`src/rtl/assert_macros.svh`:
```
// Assertion macros used by the RTL modules (uvdi_recip includes them).
`ifndef ASSERT_MACROS_SVH
`define ASSERT_MACROS_SVH

// Same-cycle implication, disabled while in reset.
`define ASSERT_IMPLIES(lbl, clk, rst_n, ante, cons, msg) \
  lbl: assert property (@(posedge clk) disable iff (!rst_n) (ante) |-> (cons)) \
    else $error(msg);

// Next-cycle implication, disabled while in reset.
`define ASSERT_NEXT(lbl, clk, rst_n, ante, cons, msg) \
  lbl: assert property (@(posedge clk) disable iff (!rst_n) (ante) |=> (cons)) \
    else $error(msg);

`endif

```
`src/rtl/uvdi_pkg.sv`:
```
// Package: constants and types of the vector divide-by-invariant unit.
`default_nettype none
package uvdi_pkg;

  localparam int unsigned LANES     = 4;
  localparam int unsigned WORD_BITS = 32;
  localparam int unsigned SHIFT_W   = $clog2(WORD_BITS);

  typedef logic [WORD_BITS-1:0] word_t;

  // Precomputed reciprocal and shift amounts for the current divisor.
  typedef struct packed {
    word_t              mult;
    logic               shift1;
    logic [SHIFT_W-1:0] shift2;
  } coef_t;

  typedef enum logic [1:0] {
    ST_IDLE,
    ST_LOG,
    ST_DIV
  } recip_state_e;

endpackage
`default_nettype wire

```
`src/rtl/uvdi_recip.sv`:
```
// Reciprocal sequencer: log2 search and bit-serial long division on divisor write.
`default_nettype none
`include "assert_macros.svh"
module uvdi_recip (
  input  wire logic                           clk_i,
  input  wire logic                           rst_ni,
  input  wire logic                           wr_valid_i,
  output logic                                wr_ready_o,
  input  wire logic [uvdi_pkg::WORD_BITS-1:0] wr_data_i,
  output logic                                busy_o,
  output uvdi_pkg::coef_t                     coef_o
);

  localparam int unsigned W  = uvdi_pkg::WORD_BITS;
  localparam int unsigned SW = uvdi_pkg::SHIFT_W;

  uvdi_pkg::recip_state_e state_q, state_d;
  uvdi_pkg::coef_t        coef_q;

  logic [W:0]    dd_q;    // divisor, zero taken as 2^W
  logic [W:0]    pow_q;   // 2^lg
  logic [SW:0]   lg_q;
  logic [W:0]    rem_q;
  logic [W-1:0]  quo_q;
  logic [SW-1:0] cnt_q;

  logic          log_more;
  logic          div_last;
  logic [W+1:0]  rem_sh;
  logic [W+1:0]  rem_sub;
  logic          rem_ge;
  logic [W-1:0]  quo_nxt;
  logic [SW:0]   lg_dec;

  // controls from the output decode
  logic start, log_step, log_done, div_step, div_done;

  assign log_more = (lg_q < (SW+1)'(W)) && (pow_q < dd_q);
  assign div_last = (cnt_q == SW'(W - 1));
  assign rem_sh   = {rem_q, 1'b0};
  assign rem_sub  = rem_sh - {1'b0, dd_q};
  assign rem_ge   = (rem_sh >= {1'b0, dd_q});
  assign quo_nxt  = {quo_q[W-2:0], rem_ge};
  assign lg_dec   = lg_q - (SW+1)'(1);

  // next state
  always_comb begin
    state_d = state_q;
    unique case (state_q)
      uvdi_pkg::ST_IDLE: if (wr_valid_i) state_d = uvdi_pkg::ST_LOG;
      uvdi_pkg::ST_LOG:  if (!log_more) state_d = uvdi_pkg::ST_DIV;
      uvdi_pkg::ST_DIV:  if (div_last) state_d = uvdi_pkg::ST_IDLE;
      default:           state_d = uvdi_pkg::ST_IDLE;
    endcase
  end

  // outputs
  always_comb begin
    start      = 1'b0;
    log_step   = 1'b0;
    log_done   = 1'b0;
    div_step   = 1'b0;
    div_done   = 1'b0;
    wr_ready_o = 1'b0;
    busy_o     = 1'b1;
    unique case (state_q)
      uvdi_pkg::ST_IDLE: begin
        wr_ready_o = 1'b1;
        busy_o     = 1'b0;
        start      = wr_valid_i;
      end
      uvdi_pkg::ST_LOG: begin
        log_step = log_more;
        log_done = !log_more;
      end
      uvdi_pkg::ST_DIV: begin
        div_step = 1'b1;
        div_done = div_last;
      end
      default: busy_o = 1'b1;
    endcase
  end

  always_ff @(posedge clk_i or negedge rst_ni) begin
    if (!rst_ni) begin
      state_q       <= uvdi_pkg::ST_IDLE;
      coef_q.mult   <= W'(1);
      coef_q.shift1 <= 1'b0;
      coef_q.shift2 <= '0;
    end else begin
      state_q <= state_d;
      if (div_done) begin
        coef_q.mult   <= quo_nxt + W'(1);
        coef_q.shift1 <= (lg_q != '0);
        coef_q.shift2 <= (lg_q != '0) ? lg_dec[SW-1:0] : '0;
      end
    end
  end

  always_ff @(posedge clk_i) begin
    if (start) begin
      dd_q  <= (wr_data_i == '0) ? {1'b1, W'(0)} : {1'b0, wr_data_i};
      pow_q <= (W+1)'(1);
      lg_q  <= '0;
    end
    if (log_step) begin
      pow_q <= {pow_q[W-1:0], 1'b0};
      lg_q  <= lg_q + (SW+1)'(1);
    end
    if (log_done) begin
      rem_q <= pow_q - dd_q;
      quo_q <= '0;
      cnt_q <= '0;
    end
    if (div_step) begin
      rem_q <= rem_ge ? rem_sub[W:0] : rem_sh[W:0];
      quo_q <= quo_nxt;
      cnt_q <= cnt_q + SW'(1);
    end
  end

  assign coef_o = coef_q;

  `ASSERT_NEXT(a_write_starts, clk_i, rst_ni, wr_valid_i && wr_ready_o,
               state_q == uvdi_pkg::ST_LOG, "divisor write did not start search")
  `ASSERT_IMPLIES(a_pow_onehot, clk_i, rst_ni, state_q == uvdi_pkg::ST_LOG,
                  $onehot(pow_q), "power register lost one-hot form")
  `ASSERT_IMPLIES(a_rem_below, clk_i, rst_ni, state_q == uvdi_pkg::ST_DIV,
                  rem_q < dd_q, "partial remainder not below divisor")

endmodule
`default_nettype wire

```
`config.mk`:
```
export PLATFORM = sky130hd
export DESIGN_NAME = uvdi_recip
export DESIGN_NICKNAME = d
export VERILOG_FILES = /design/src/rtl/uvdi_pkg.sv /design/src/rtl/uvdi_recip.sv
export VERILOG_INCLUDE_DIRS = /design/src /design/src/rtl
export SDC_FILE = /design/constraint.sdc
export NUM_CORES = 1
export LEC_CHECK = 0
export ABC_AREA = 1
export BUFFER_PORTS_ARGS = -buffer_cell sky130_fd_sc_hd__buf_2
export CAP_MARGIN = 15
export CORE_ASPECT_RATIO = 0.75
export CORE_MARGIN = 3
export CORE_UTILIZATION = 30
export CTS_BUF_LIST = sky130_fd_sc_hd__clkbuf_8 sky130_fd_sc_hd__clkbuf_16
export DETAILED_ROUTE_END_ITERATION = 10
export GPL_ROUTABILITY_DRIVEN = 0
export GPL_TIMING_DRIVEN = 1
export HOLD_SLACK_MARGIN = 0.1
export PLACE_DENSITY = 0.49
export SLEW_MARGIN = 40
export SYNTH_ARGS = -nofsm -noshare
export SYNTH_HDL_FRONTEND = slang
export SYNTH_SLANG_ARGS = --single-unit
```
`constraint.sdc`:
```
create_clock -name clk_i -period 4.8 [get_ports clk_i]
set_clock_uncertainty 0.05 [all_clocks]
set_input_delay 0.48 -clock clk_i [delete_from_list [all_inputs] [get_ports clk_i]]
set_output_delay 0.48 -clock clk_i [all_outputs]
set_load 0.01 [all_outputs]
```
==> qor.json <==
{
  "setup_path": {
    "r2r.worst_path.cells": 22,
    "worst-endpoint-required_ns": 5.15,
    "regToRegStartpoint": "dd_q[25]$_SDFFCE_PP0P_",
    "timing.critical_path.fanout_max": 16,
    "reg2reg_setup_slack_ns": 1.22,
    "worstSetupStartpointType": "flop",
    "critical_path_class": "flop to flop",
    "worstPathArrival_ns": 3.93,
    "reg2reg_capture_point": "coef_o[36]$_DFFE_PN0P_",
    "crit_path_end_kind": "flop"
  },
  "synth": {
    "number_of_synthesis_warnings": 0,
    "synth_largest_area_cell": "sky130_fd_sc_hd__edfxtp_1",
    "synthesized_instance_count": 1552,
    "post_synth_arst_share_pct": 22.10,
    "yosys.area.top_type_share_pct": 34.25,
    "post_synth_instance_area_um2": 12270,
    "avgSynthCellArea_um2": 7.908,
    "syn_nets": 1660,
    "synth_top_flop_cell": "sky130_fd_sc_hd__edfxtp_1",
    "synth-seq-cells": 181,
    "synth.yosys.seq_area_share_pct": 42.58,
    "ys_top_cells_by_area": "sky130_fd_sc_hd__edfxtp_1 (34%), sky130_fd_sc_hd__nand2_1 (11%), sky130_fd_sc_hd__dfrtp_1 (8.0%)",
    "count_of_flip_flops_with_a_built_in_enable_after_synthesis": 140,
    "synth_cell_types": 52
  },
  "timing": {
    "timing_max_transition_violations_final": 0,
    "clock.fmax_mhz": 279.5,
    "time_the_final_worst_path_needs_with_i_o_delays_and_setup_ns": 3.577,
    "setup_repair_after_global_routing_missed_its_margin": "no",
    "max-slew-margin-rel_pct": 47.70,
    "timing.final.ws_setup_ns": 1.223,
    "hold_slack_ns": 0.1547,
    "final_min_period_over_clock_period_pct": 74.53,
    "setup_tns_ns": 0,
    "worst-slew-pin-transition_ns": 0.7763,
    "final-hold-violation-count": 0,
    "final-setup-viol-count": 0
  },
  "power_and_ir_drop": {
    "intPower_w": 0.002571,
    "switching_share_pct": 21.47,
    "power_frac_clock_pct": 48.1,
    "sequentialPowerShare_pct": 51.1,
    "switching_power_w": 0.0007030,
    "combinationalPowerShare_pct": 0.9,
    "leakage_nw": 6.383,
    "worst_ir_drop_vdd_mv": 0.2290,
    "finalPower_w": 0.003274,
    "power_density_nw_per_um2": 238.1
  },
  "floorplanning": {
    "rows": 63,
    "core_um2": 39960,
    "die_y_um": 181.2,
    "full_die_area_um2": 43400,
    "initial_utilization_pct": 30.71,
    "dieWidth_um": 239.6,
    "io_pins": 75
  },
  "finish": {
    "post_route_cells_drive_above_1_share_pct": 12.27,
    "layout.cells.most_common_list": "sky130_fd_sc_hd__nand2_1 (368), sky130_fd_sc_hd__inv_1 (207), sky130_fd_sc_hd__nor2_1 (147)",
    "diodes": 0,
    "most_common_cell_after_layout_fill_and_taps_aside": "sky130_fd_sc_hd__nand2_1",
    "layout_area_growth_over_synthesis_pct": 12.07,
    "nets": 1701
  },
  "clock_tree": {
    "cts_tree": "done",
    "cts_made_buffers": 17,
    "clk_transition_reported_paths_ns": 0.08,
    "clkLatencyLatePin_ns": 0.46,
    "clock-sinks": 181,
    "clock_tree.root_cell": "sky130_fd_sc_hd__clkbuf_16",
    "htreeDepth": 4,
    "ctsLongestPathBuffers": 2
  },
  "route": {
    "viasPerCell": 4.856,
    "wire_per_inst_um": 16.65,
    "drt_drc_violations_left": 0,
    "drtAntennaViolNets": 0,
    "num_vias": 10324,
    "drc_marker_count_from_the_first_detailed_route_iteration": 787,
    "detail_route.wirelength_um": 35400,
    "first_pass_iters": 5
  },
  "run_status": {
    "run_status": "complete, no violations"
  },
  "grt": {
    "antenna_found_initial": 0,
    "grt-ovfl-total": 0,
    "grt_pass1_vias": 10086,
    "globalRouteTotalUtil_pct": 16.75,
    "grt_first_pass_wirelength_um": 56260,
    "grt_max_degree": 49
  },
  "placement": {
    "place.port_buffers": 74,
    "placement.setup.worst_slack_ns": 1.254,
    "dp.final_hpwl_um": 27510
  },
  "hold_path": {
    "holdCritPathClass": "input port to flop",
    "worstHoldPathCells": 1,
    "min_from": "wr_data_i[3]",
    "timing.hold.worst_endpoint": "dd_q[3]$_SDFFCE_PP0P_"
  },
  "run": {
    "max_cap_violations": 0
  }
}
[per-layer routing]
metal  wire length [um]  track usage [%]  share of wire, %
met5                  0                0                 0
met4                425            4.496               1.2
met3               2316            3.693               6.5
met2              13780            22.90                39
met1              18870            26.09                53
[registers in the layout, indices dropped and copies added (netlist names)]
name,flops
state_q,2
lg_q,6
quo_q,31
rem_q,33
coef_o,38
cnt_q,5
dd_q,33
pow_q,33
[logic make-up (layout without fill, tap and decap cells)]
| family | count (synthesis) | in the layout | synth area share [%] |
|---|---|---|---|
| flip-flops | 181 | 181 | 42.58 |
| buffers and inverters | 274 | 328 | 8.859 |
| XOR/XNOR | 54 | 54 | 3.854 |
| AND/OR/NAND/NOR | 719 | 719 | 25.82 |
| adder cells (fa/ha/maj) | 73 | 73 | 7.564 |
| AO/OA/AOI/OAI | 251 | 251 | 11.32 |
[what timing repair did]
action / 4_1_cts / 5_1_grt
hold buffers: 1 / 0
resized for setup: 0 / 0
buffers inserted: 0 / 0
endpoints found under the hold margin: 39 / 0
[how the worst max path moves through the flow]
stage	startpoint	to	cells after the start
6_report	dd_q[25]$_SDFFCE_PP0P_	coef_o[36]$_DFFE_PN0P_	22
5_1_grt	dd_q[25]$_SDFFCE_PP0P_	coef_o[36]$_DFFE_PN0P_	22
4_1_cts	dd_q[25]$_SDFFCE_PP0P_	coef_o[36]$_DFFE_PN0P_	22
3_5_place_dp	dd_q[25]$_SDFFCE_PP0P_	coef_o[36]$_DFFE_PN0P_	22
3_3_place_gp	dd_q[25]$_SDFFCE_PP0P_	coef_o[36]$_DFFE_PN0P_	22
2_1_floorplan	pow_q[2]$_DFFE_PP_	cnt_q[0]$_SDFFCE_PN0P_	15
[synthesized netlist by cell type (all sizes together), types with 3 or more instances]
cell	number
o211ai	7
nand3	67
inv	213
o22ai	3
ha	71
xor2	33
dfrtp	39
o21ai	103
clkbuf	47
nand4	21
nor3	28
nor4	13
a21o	11
or2	9
a21boi	5
xnor2	21
buf	14
edfxtp	140
nand2	381
nor2	191
a21oi	98
a31oi	6
nand3b	5
o21a	5
o21bai	9
[cell type report]
cell class,count,area [um2]
fillers,4198,26210
clock buffers,17,425.4
repair buffers,83,455.4
well taps,520,650.6
clock inverters,15,216.5
inverters,213,800.8
flip-flops and latches,181,5226
multi-input cells,1097,5979
[per-stage QoR]
stage | area [um2] | cells | util [%]
global placement | 13090 | 2093 | 32.74
CTS | 13740 | 2126 | 34.38
detailed placement | 13090 | 2093 | 32.75
finish | 13750 | 2126 | 34.42
floorplan | 12270 | 1552 | -
global route | 13750 | 2126 | 34.42
[power by group through the flow]
stage	Combinational [W]	Sequential (W)	Clock [W]
final	0.0000285	0.00167	0.00157
after CTS	0.0000293	0.00167	0.00162
after detailed placement	0.0000287	0.00171	0
after global routing	0.0000329	0.00167	0.00169
after global placement	0.0000276	0.00171	0
after floorplan	0.00000920	0.00171	0
[worst max-delay path, cell delays in order, from the launching register on]
cell	delay [ns]
sky130_fd_sc_hd__edfxtp_1	0.32
sky130_fd_sc_hd__inv_1	0.13
sky130_fd_sc_hd__ha_1	0.43
sky130_fd_sc_hd__nand2_1	0.13
sky130_fd_sc_hd__nor2_1	0.19
sky130_fd_sc_hd__nand2_1	0.09
sky130_fd_sc_hd__nor2_1	0.11
sky130_fd_sc_hd__nand2_1	0.07
sky130_fd_sc_hd__nand2_1	0.07
sky130_fd_sc_hd__a21oi_2	0.06
sky130_fd_sc_hd__nand2_4	0.19
sky130_fd_sc_hd__ha_1	0.26
sky130_fd_sc_hd__nand4_2	0.16
sky130_fd_sc_hd__nor2_1	0.14
sky130_fd_sc_hd__nand2_1	0.14
sky130_fd_sc_hd__nor2_2	0.17
sky130_fd_sc_hd__nand2_1	0.13
sky130_fd_sc_hd__nor2_2	0.15
sky130_fd_sc_hd__nand2_2	0.10
sky130_fd_sc_hd__nor3_2	0.13
sky130_fd_sc_hd__xor2_1	0.17
sky130_fd_sc_hd__nand2_1	0.06
sky130_fd_sc_hd__nand2_1	0.06
Note: power is estimated with default switching activity, not from simulation.
